==> src/rtl/core/spq_pkg.sv <==
// ----------------------------------------------------------------------------
// spq_pkg
// shared types and constants of the sorted priority queue
// ----------------------------------------------------------------------------
package spq_pkg;

    localparam int DEFAULT_CAPACITY = 16;
    localparam int ID_W             = 16;
    localparam int PRI_W            = 8;
    localparam int OCC_W            = 5;

    typedef enum logic
    {
        REQ_INSERT = 1'b0,
        REQ_REMOVE = 1'b1
    } req_t;

    typedef enum logic [1:0]
    {
        ST_INSERTED = 2'd0,
        ST_REMOVED  = 2'd1,
        ST_EMPTY    = 2'd2,
        ST_FULL     = 2'd3
    } status_t;

    typedef struct packed
    {
        logic [ID_W-1:0]  id;
        logic [PRI_W-1:0] pri;
    } entry_t;

endpackage

==> src/rtl/core/spq_if.sv <==
// ----------------------------------------------------------------------------
// spq_req_if / spq_res_if
// valid/ready channels for requests and results of the priority queue
// ----------------------------------------------------------------------------
interface spq_req_if;
    import spq_pkg::*;

    logic             valid;
    logic             ready;
    logic             req_type;
    logic [ID_W-1:0]  item_id;
    logic [PRI_W-1:0] priority_req;

    modport source (output valid, output req_type, output item_id, output priority_req,
                    input ready);
    modport sink   (input valid, input req_type, input item_id, input priority_req,
                    output ready);
endinterface

interface spq_res_if;
    import spq_pkg::*;

    logic             valid;
    logic             ready;
    logic [1:0]       status;
    logic [ID_W-1:0]  out_id;
    logic [PRI_W-1:0] out_priority;
    logic [OCC_W-1:0] occupancy;

    modport source (output valid, output status, output out_id, output out_priority,
                    output occupancy, input ready);
    modport sink   (input valid, input status, input out_id, input out_priority,
                    input occupancy, output ready);
endinterface

==> src/rtl/core/spq_store.sv <==
// ----------------------------------------------------------------------------
// spq_store
// entry memory: one write port and one registered read port
// ----------------------------------------------------------------------------
module spq_store #(
    parameter int DEPTH  = spq_pkg::DEFAULT_CAPACITY,
    parameter int ADDR_W = $clog2(spq_pkg::DEFAULT_CAPACITY)
) (
    input  logic                clk,
    input  logic                we,
    input  logic [ADDR_W-1:0]   waddr,
    input  spq_pkg::entry_t     wdata,
    input  logic [ADDR_W-1:0]   raddr,
    output spq_pkg::entry_t     rdata
);
    import spq_pkg::*;

    entry_t mem [DEPTH];
    entry_t rdata_reg;

    always_ff @(posedge clk)
    begin
        if (we)
        begin
            mem[waddr] <= wdata;
        end
        rdata_reg <= mem[raddr];
    end

    assign rdata = rdata_reg;

endmodule

==> src/rtl/core/stable_priority_queue.sv <==
// ----------------------------------------------------------------------------
// stable_priority_queue
// bounded priority queue kept sorted by descending priority, stable on ties
// ----------------------------------------------------------------------------
// Requests arrive on req (insert or remove), one result per request leaves on
// res with a status, the removed entry and the occupancy after the request.
// Entries sit in a circular buffer in one memory; a remove advances the head.
// An insert walks from the tail toward the head, one entry a cycle, moving
// each lower-priority entry up one slot through the single read and write
// port, then writes the new entry into the gap.
// Results: a refused insert, an insert into an empty queue and a remove from
// an empty queue give the result on the next cycle; a remove reads the head
// entry in S_POP; an insert passes S_SHIFT once per moved entry, then S_PLACE
// or a final S_SHIFT. One request is in flight at a time; req.ready is
// high only when the sequencer is idle and the result register is free or
// being drained.
// While res is stalled the result is held and no new request is taken.
// Reset empties the queue at once; memory contents are not cleared.
// ----------------------------------------------------------------------------
module stable_priority_queue #(
    parameter int CAPACITY = spq_pkg::DEFAULT_CAPACITY
) (
    input  logic       clk,
    input  logic       rst_n,
    spq_req_if.sink    req,
    spq_res_if.source  res
);
    import spq_pkg::*;

    localparam int IDX_W = $clog2(CAPACITY);
    localparam int CNT_W = $clog2(CAPACITY + 1);
    localparam int SUM_W = CNT_W + 1;

    typedef enum logic [3:0]
    {
        S_IDLE  = 4'b0001,
        S_SHIFT = 4'b0010,
        S_PLACE = 4'b0100,
        S_POP   = 4'b1000
    } state_t;

    state_t           state_reg,   state_next;
    logic [IDX_W-1:0] head_reg,    head_next;
    logic [CNT_W-1:0] count_reg,   count_next;
    logic [CNT_W-1:0] pos_reg,     pos_next;
    entry_t           new_reg,     new_next;

    logic             res_valid_reg, res_valid_next;
    status_t          status_reg,    status_next;
    logic [ID_W-1:0]  out_id_reg,    out_id_next;
    logic [PRI_W-1:0] out_pri_reg,   out_pri_next;
    logic [OCC_W-1:0] occ_reg,       occ_next;

    logic             mem_we;
    logic [IDX_W-1:0] mem_waddr;
    entry_t           mem_wdata;
    logic [IDX_W-1:0] mem_raddr;
    entry_t           mem_rdata;
    logic             accept;
    entry_t           in_entry;

    // logical slot to physical address, wrapping once around the buffer
    function automatic logic [IDX_W-1:0] phys(input logic [IDX_W-1:0] head,
                                              input logic [CNT_W-1:0] slot);
        logic [SUM_W-1:0] sum;
        sum = SUM_W'(head) + SUM_W'(slot);
        if (sum >= SUM_W'(CAPACITY))
        begin
            sum = sum - SUM_W'(CAPACITY);
        end
        return IDX_W'(sum);
    endfunction

    spq_store #(
        .DEPTH  (CAPACITY),
        .ADDR_W (IDX_W)
    ) u_store (
        .clk   (clk),
        .we    (mem_we),
        .waddr (mem_waddr),
        .wdata (mem_wdata),
        .raddr (mem_raddr),
        .rdata (mem_rdata)
    );

    assign req.ready = (state_reg == S_IDLE) && (!res_valid_reg || res.ready);
    assign accept    = req.valid && req.ready;
    assign in_entry  = '{id: req.item_id, pri: req.priority_req};

    always_comb
    begin
        state_next     = state_reg;
        head_next      = head_reg;
        count_next     = count_reg;
        pos_next       = pos_reg;
        new_next       = new_reg;
        res_valid_next = res_valid_reg && !res.ready;
        status_next    = status_reg;
        out_id_next    = out_id_reg;
        out_pri_next   = out_pri_reg;
        occ_next       = occ_reg;
        mem_we         = 1'b0;
        mem_waddr      = phys(head_reg, pos_reg);
        mem_wdata      = new_reg;
        mem_raddr      = phys(head_reg, '0);

        case (state_reg)
            S_IDLE:
            begin
                if (accept)
                begin
                    new_next = in_entry;
                    if (req.req_type == REQ_INSERT)
                    begin
                        if (count_reg >= CNT_W'(CAPACITY))
                        begin
                            res_valid_next = 1'b1;
                            status_next    = ST_FULL;
                            out_id_next    = '0;
                            out_pri_next   = '0;
                            occ_next       = OCC_W'(count_reg);
                        end
                        else if (count_reg == '0)
                        begin
                            mem_we         = 1'b1;
                            mem_waddr      = phys(head_reg, '0);
                            mem_wdata      = in_entry;
                            count_next     = count_reg + 1'b1;
                            res_valid_next = 1'b1;
                            status_next    = ST_INSERTED;
                            out_id_next    = '0;
                            out_pri_next   = '0;
                            occ_next       = OCC_W'(count_reg + 1'b1);
                        end
                        else
                        begin
                            pos_next   = count_reg;
                            mem_raddr  = phys(head_reg, count_reg - 1'b1);
                            state_next = S_SHIFT;
                        end
                    end
                    else
                    begin
                        if (count_reg == '0)
                        begin
                            res_valid_next = 1'b1;
                            status_next    = ST_EMPTY;
                            out_id_next    = '0;
                            out_pri_next   = '0;
                            occ_next       = '0;
                        end
                        else
                        begin
                            mem_raddr  = phys(head_reg, '0);
                            state_next = S_POP;
                        end
                    end
                end
            end

            S_SHIFT:
            begin
                mem_we    = 1'b1;
                mem_waddr = phys(head_reg, pos_reg);
                if (mem_rdata.pri < new_reg.pri)
                begin
                    // move the lower-priority entry up one slot
                    mem_wdata = mem_rdata;
                    pos_next  = pos_reg - 1'b1;
                    if (pos_reg == CNT_W'(1))
                    begin
                        state_next = S_PLACE;
                    end
                    else
                    begin
                        mem_raddr = phys(head_reg, pos_reg - CNT_W'(2));
                    end
                end
                else
                begin
                    mem_wdata      = new_reg;
                    count_next     = count_reg + 1'b1;
                    res_valid_next = 1'b1;
                    status_next    = ST_INSERTED;
                    out_id_next    = '0;
                    out_pri_next   = '0;
                    occ_next       = OCC_W'(count_reg + 1'b1);
                    state_next     = S_IDLE;
                end
            end

            S_PLACE:
            begin
                mem_we         = 1'b1;
                mem_waddr      = phys(head_reg, '0);
                mem_wdata      = new_reg;
                count_next     = count_reg + 1'b1;
                res_valid_next = 1'b1;
                status_next    = ST_INSERTED;
                out_id_next    = '0;
                out_pri_next   = '0;
                occ_next       = OCC_W'(count_reg + 1'b1);
                state_next     = S_IDLE;
            end

            S_POP:
            begin
                head_next      = phys(head_reg, CNT_W'(1));
                count_next     = count_reg - 1'b1;
                res_valid_next = 1'b1;
                status_next    = ST_REMOVED;
                out_id_next    = mem_rdata.id;
                out_pri_next   = mem_rdata.pri;
                occ_next       = OCC_W'(count_reg - 1'b1);
                state_next     = S_IDLE;
            end

            default:
            begin
                state_next = S_IDLE;
            end
        endcase
    end

    always_ff @(posedge clk or negedge rst_n)
    begin
        if (!rst_n)
        begin
            state_reg     <= S_IDLE;
            head_reg      <= '0;
            count_reg     <= '0;
            pos_reg       <= '0;
            res_valid_reg <= 1'b0;
        end
        else
        begin
            state_reg     <= state_next;
            head_reg      <= head_next;
            count_reg     <= count_next;
            pos_reg       <= pos_next;
            res_valid_reg <= res_valid_next;
        end
    end

    always_ff @(posedge clk)
    begin
        new_reg     <= new_next;
        status_reg  <= status_next;
        out_id_reg  <= out_id_next;
        out_pri_reg <= out_pri_next;
        occ_reg     <= occ_next;
    end

    assign res.valid        = res_valid_reg;
    assign res.status       = status_reg;
    assign res.out_id       = out_id_reg;
    assign res.out_priority = out_pri_reg;
    assign res.occupancy    = occ_reg;

`ifndef NO_ASSERTIONS
    a_count_bound: assert property (@(posedge clk) disable iff (!rst_n)
        count_reg <= CNT_W'(CAPACITY))
        else $error("entry count above capacity");

    a_ready_idle: assert property (@(posedge clk) disable iff (!rst_n)
        req.ready |-> (state_reg == S_IDLE))
        else $error("request taken while busy");

    a_pop_result: assert property (@(posedge clk) disable iff (!rst_n)
        (state_reg == S_POP) |=> (res.valid && res.status == ST_REMOVED))
        else $error("pop did not produce a removed result");

    a_zero_payload: assert property (@(posedge clk) disable iff (!rst_n)
        (res.valid && res.status != ST_REMOVED) |-> (res.out_id == '0 && res.out_priority == '0))
        else $error("nonzero entry on a result without removal");
`endif

endmodule

==> src/flat_wrapper.sv <==
// flat-port wrapper written by rule: the top's interface ports become plain ports
module stable_priority_queue_flat import spq_pkg::*;
#(
    parameter int CAPACITY = spq_pkg::DEFAULT_CAPACITY
)
  (clk, rst_n, req_valid, req_req_type, req_item_id, req_priority_req, req_ready, res_valid, res_status, res_out_id, res_out_priority, res_occupancy, res_ready);
  spq_req_if req_i ();
  spq_res_if res_i ();
  input  logic clk;
  input  logic rst_n;
  input wire logic [$bits(req_i.valid)-1:0] req_valid;
  input wire logic [$bits(req_i.req_type)-1:0] req_req_type;
  input wire logic [$bits(req_i.item_id)-1:0] req_item_id;
  input wire logic [$bits(req_i.priority_req)-1:0] req_priority_req;
  output wire logic [$bits(req_i.ready)-1:0] req_ready;
  output wire logic [$bits(res_i.valid)-1:0] res_valid;
  output wire logic [$bits(res_i.status)-1:0] res_status;
  output wire logic [$bits(res_i.out_id)-1:0] res_out_id;
  output wire logic [$bits(res_i.out_priority)-1:0] res_out_priority;
  output wire logic [$bits(res_i.occupancy)-1:0] res_occupancy;
  input wire logic [$bits(res_i.ready)-1:0] res_ready;
  assign req_i.valid = req_valid;
  assign req_i.req_type = req_req_type;
  assign req_i.item_id = req_item_id;
  assign req_i.priority_req = req_priority_req;
  assign req_ready = req_i.ready;
  assign res_valid = res_i.valid;
  assign res_status = res_i.status;
  assign res_out_id = res_i.out_id;
  assign res_out_priority = res_i.out_priority;
  assign res_occupancy = res_i.occupancy;
  assign res_i.ready = res_ready;
  stable_priority_queue #(.CAPACITY(CAPACITY)) u_core (.clk(clk), .rst_n(rst_n), .req(req_i), .res(res_i));
endmodule
==> config.mk <==
export PLATFORM = sky130hd
export DESIGN_NAME = stable_priority_queue_flat
export DESIGN_NICKNAME = d
export VERILOG_FILES = /design/src/rtl/core/spq_pkg.sv /design/src/rtl/core/spq_if.sv /design/src/rtl/core/spq_store.sv /design/src/rtl/core/stable_priority_queue.sv /design/src/flat_wrapper.sv
export SDC_FILE = /design/constraint.sdc
export NUM_CORES = 1
export LEC_CHECK = 0
export BUFFER_PORTS_ARGS = -buffer_cell sky130_fd_sc_hd__buf_2
export CAP_MARGIN = 15
export CELL_PAD_IN_SITES_DETAIL_PLACEMENT = 0
export CELL_PAD_IN_SITES_GLOBAL_PLACEMENT = 2
export CORE_AREA = 2 2 207 209
export DETAILED_ROUTE_END_ITERATION = 7
export DIE_AREA = 0 0 209 211
export PLACE_DENSITY = 0.94
export SYNTH_ARGS = -nofsm -noshare
export SYNTH_HDL_FRONTEND = slang
export SYNTH_SLANG_ARGS = --single-unit
==> constraint.sdc <==
create_clock -name clk -period 8.3 [get_ports clk]
set_input_delay 1.66 -clock clk [delete_from_list [all_inputs] [get_ports clk]]
set_output_delay 1.66 -clock clk [all_outputs]
set_load 0.02 [all_outputs]
== Yosys cells after proc, flatten, opt, wreduce, memory -nomap -nowiden ==
Memory sizes are Yosys's and may differ from the RTL's. A register that Yosys moved wholly into a read port is not among the register bits.
Cells that the tools add are included.
Operators by class
  $add $sub $neg: 13
  magnitude comparators: 7
  eq/ne operators: 16
  mux-type cells: 80
  reductions and logical operators: 17
Operators by type and width (count)
  2-to-1 mux 24 bit: 5
  2-to-1 mux 4 bit: 22
  2-to-1 mux 16 bit: 5
  2-to-1 mux 5 bit: 14
  one-hot mux 16 bit (4 select lines): 1
  one-hot mux 24 bit (2 select lines): 1
  2-to-1 mux 8 bit: 5
  one-hot mux 5 bit (4 select lines): 2
  one-hot mux 8 bit (4 select lines): 1
  one-hot mux 4 bit (2 select lines): 3
  subtractor 4 x 1 -> 4 bit, second input constant: 5
  adder 4 x 5 -> 6 bit: 3
  greater-or-equal comparator 6 x 5 -> 1 bit, second input constant: 3
  2-to-1 mux 2 bit: 6
  inequality test 3 bit, second input constant: 4
  AND reduction 6 bit: 2
  2-to-1 mux 1 bit: 11
  greater-or-equal comparator 5 bit, second input constant: 2
  inequality test 2 bit, second input constant: 5
  one-hot mux 5 bit (2 select lines): 1
  subtractor 5 x 1 -> 5 bit, second input constant: 2
  < comparator 8 bit: 1
  one-hot mux 2 bit (4 select lines): 1
  adder 4 x 1 -> 5 bit, second input constant: 1
  22 further kinds: 27
Word-level totals
  register bits after elaboration: 74
  RAM bits: 384
  output and inout port bits: 33
  logic and storage cells: 145
  memories: 1
Memory list
  u_core.u_store.mem: words 16, width 24, rd ports 1, clocked after memory_dff 1, wr ports 1, line spq_store.sv:18  | entry_t mem [DEPTH];

== Depth between registers and ports, before layout ==
  depth in word-level cells: 9
  mapped depth: 16

== By module ==
A second synthesis with hierarchy kept.
Second synthesis, totals
  cell total of the unflattened synthesis: 1020
  area total of the unflattened synthesis: 19210.9 um2
By module, submodules not included
  spq_store: times used 1, cells an instance 636, area each 14930.6 um2
  stable_priority_queue: times used 1, cells an instance 384, area each 4280.4 um2

== Least setup slack after synthesis ==
OpenSTA, ideal clock, no wires.
  kind: input -> register
  start: input port res_ready
  end: memory u_core.u_store.mem[15][0] (netlist name), enable pin
  arrival: 4.440 ns
  path slack: 3.456 ns
  stages on the path: 9
  path buffers: 1
  path through: nand2b_1 -> nand3_1 -> nor4_2 -> or2_2 -> buf_2 -> nor2_1 -> xnor2_1 -> or2_2 -> nor2_1
On the way
  cells in the longest elaborated chain, start to end: 7
RTL lines
  start, declared: line flat_wrapper.sv:21  | input wire logic [$bits(res_i.ready)-1:0] res_ready;
  logical OR 1 bit (*): line stable_priority_queue.sv:86  | assign req.ready = (state_reg == S_IDLE) && (!res_valid_reg || res.ready);
  logical AND 1 bit (*): line stable_priority_queue.sv:86
  logical AND 1 bit (*): line stable_priority_queue.sv:87  | assign accept = req.valid && req.ready;
  2-to-1 mux 1 bit: line stable_priority_queue.sv:110  | if (accept)
  one-hot mux 1 bit (2 select lines): line stable_priority_queue.sv:107  | case (state_reg)
  2-to-1 mux 1 bit: line spq_store.sv:23  | if (we)
  2-to-1 mux 1 bit (not written as such): line spq_store.sv:25  | mem[waddr] <= wdata;
  end, declared: line spq_store.sv:18
Mark *: on every way between the ends. The rest lies on a longest branch, timed or not.

== Final worst setup path ==
  start: input port res_ready
  end: register, netlist name u_core.u_store.rdata[7]
On the way
  cells in the longest elaborated chain, start to end: 5
RTL lines (line)
  logical OR 1 bit: stable_priority_queue.sv:86
  logical AND 1 bit: stable_priority_queue.sv:86
  logical AND 1 bit: stable_priority_queue.sv:87
  2-to-1 mux 4 bit: stable_priority_queue.sv:110
  one-hot mux 4 bit (2 select lines): stable_priority_queue.sv:107
Every way passes these cells.
A chain may end at the register's enable or synchronous reset.

==> metrics.txt <==
status complete, but fails checks; failing checks design-rule violations; hold buffers post-CTS 0; power density over cell area 373.0 mW/mm²; largest area contributor in the netlist edfxtp_1; fin crit period ~5400 ps; worst-path fanout max 72; Post-CTS Setup Bufs 0; initial core utilization 47.74%; WHS approximately 570 ps; Fin Setup TNS 0 ps; flop2flop setup slack between 3000 and 4000 ps; number of flip-flops in the largest register ~380; Die ar. roughly 0.044 mm²; cell row count 75; mean post-synth cell area roughly 13 µm²; Worst Min Path Start u_core.res.out_id[2]; Final Slew Violations 0; core footprint around 0.042 mm²; CTS tree done; Crit-path slowest cell and3_4; first-pass GRT wire length ~74000 µm; worst vdd ir 0.0001889 V; CTS Buf Count between 40 and 50; wire length per cell 22.70 µm; vias per cell 5.957; vias in the first global route around 12000; reg2reg end u_core.u_store.rdata[7]; clk_skew ~17 ps; ranking of synthesized cells by area edfxtp_1, nand2_1, nand3_1, dfxtp_1, dfrtp_1; PostCTS Resize Cnt 0; most frequent cell after synthesis edfxtp_1; r2r worst-path depth 10; leak pwr between 7 and 8 nW; sum of net half-perimeters after detailed placement 28430 µm; Main synth FF type edfxtp_1; CP startpoint kind primary input; Syn Inst Count about 1500; CP bufs+invs 3; pin count of the biggest net entering global routing 73; DP Worst Slack around 2200 ps; flop and latch count out of synthesis 482; via count around 13000; area delta synth->final 11.75%; hold crit path type flop to flop; Clock Latency Late Sink roughly 570 ps; crit-path cells buf_2 > nand2b_1 > nand3_1 > inv_1 > nand3_1 > o211ai_1 > and3_4 > nand4_1 > buf_4 > o211ai_1 > a211oi_2; DR pass1 iterations 8; total global routing overflow 0; Slowest Stage Delay on Critical Path about 810 ps; Worst-path clk slew around 60 ps; total chip power 8.310 mW; Final ANT Viol Nets 0; Die X about 210 µm; # clock sinks a little under 500; share of layout cells above drive strength 1 between 10 and 15%; gpl congestion 0.7726; Synth top area share approximately two thirds; post-synth cell types slightly below 70; Max-Cap Viols 0; drt initial violations around 1600; delay-heaviest family, CP simple AND/OR/NAND/NOR gates; drt total wl between 40000 and 50000 µm; CTS Buffer Depth 3; DRC viols 1; Setup crit end kind flop; clk root buf clkbuf_16; worst setup margin roughly 2900 ps; type of the worst setup path primary input to flop; top cells by count, synth edfxtp_1, nand2_1, nand3_1; Worst Hold End u_core.res.out_id[2]; share of the yosys chip area belonging to registers 70.92%; final setup fails 0; Hold Path Depth 1; EDFF count, synth approximately 440; Chip Height approximately 210 µm; initial antenna violation count 0; PortBufs a little over 60; arrival time at the worst endpoint between 5000 and 6000 ps; ys async rst share between 3 and 4%; final instance area about 0.022 mm²; Top Ports slightly above 60; Mapped Nets between 1500 and 2000; Nets roughly 1600; Yosys warnings 0; gr usage total 21.77%; RSZ-0062 raised after global routing no; actual slew at the worst max-slew pin between 1000 and 1500 ps; fmax around 0.18 GHz; Netlist Area Pre-Place ~0.02 mm²; CP required between 8000 and 9000 ps; placed cell areas 0.02076 mm²; Max-slew headroom a little under a third; final period utilization roughly two thirds; antenna cells 0; # H-tree levels 2; Fin. Hold Viols 0; reg2reg start u_core.state_reg[0]
-- stage by stage --
stage | instances | utilization, %
2_1_floorplan | 1489 | -
3_3_place_gp | 2024 | 49.71
3_5_place_dp | 2024 | 49.71
4_1_cts | 2110 | 53.35
5_1_grt | 2110 | 53.35
6_report | 2110 | 53.35
-- area by class of cell --
class	instances	area (µm²)
inverters	44	165.2
clock inverters	25	261.5
fillers	3357	19480
repair buffers	95	560.5
clock buffers	61	1257
flip-flops and latches	482	14140
multi-input cells	864	5220
well taps	539	674.4
-- layer usage --
layer	track usage, %	vias to the layer above	wire length, µm
met5	0	-	0
li1	-	5725	-
met4	5.911	0	927
met1	31.02	6292	20990
met2	35.44	481	22850
met3	2.944	72	3116
-- worst max path at each step --
stage | to | cells past startpoint | start
floorplan | u_core.u_store.mem[15][0] | 9 | res_ready
global placement | u_core.u_store.rdata[5] | 11 | res_ready
detailed placement | u_core.u_store.rdata[7] | 11 | res_ready
CTS | u_core.u_store.rdata[6] | 11 | res_ready
global route | u_core.u_store.rdata[7] | 11 | res_ready
finish | u_core.u_store.rdata[7] | 11 | res_ready
-- placed cells by master (no fill, tap or decap), types with 30 or more instances in the layout --
| cell type | netlist | routed |
|---|---|---|
| a21oi_1 | 73 | 72 |
| buf_2 | 44 | 61 |
| buf_4 | 7 | 34 |
| clkbuf_16 | 0 | 46 |
| edfxtp_1 | 439 | 439 |
| inv_1 | 44 | 44 |
| nand2_1 | 265 | 265 |
| nand3_1 | 99 | 98 |
| nor2_1 | 48 | 30 |
| o211ai_1 | 46 | 46 |
| o21ai_0 | 37 | 37 |
-- cell families after synthesis --
group	share of synthesized area, %
AO/OA/AOI/OAI	11.47
XOR/XNOR	0.7908
adder cells (fa/ha/maj)	1.682
buffers and inverters	3.439
flip-flops	70.92
multiplexers	0.1569
AND/OR/NAND/NOR	11.54
-- power breakdown --
group          switching, mW  total [mW]  internal [mW]
combinational           1.93        2.75          0.818
sequential             0.207        3.46           3.26
clock                  0.899        2.10           1.20
-- worst reg2reg max path: cells and delay by family (launching register included) --
family	cells	cell delay (ps)
simple gates	5	2510
buf+inv	2	1240
flops	1	630
compound gates	3	600
No activity file was read; power rests on OpenSTA's default activity.
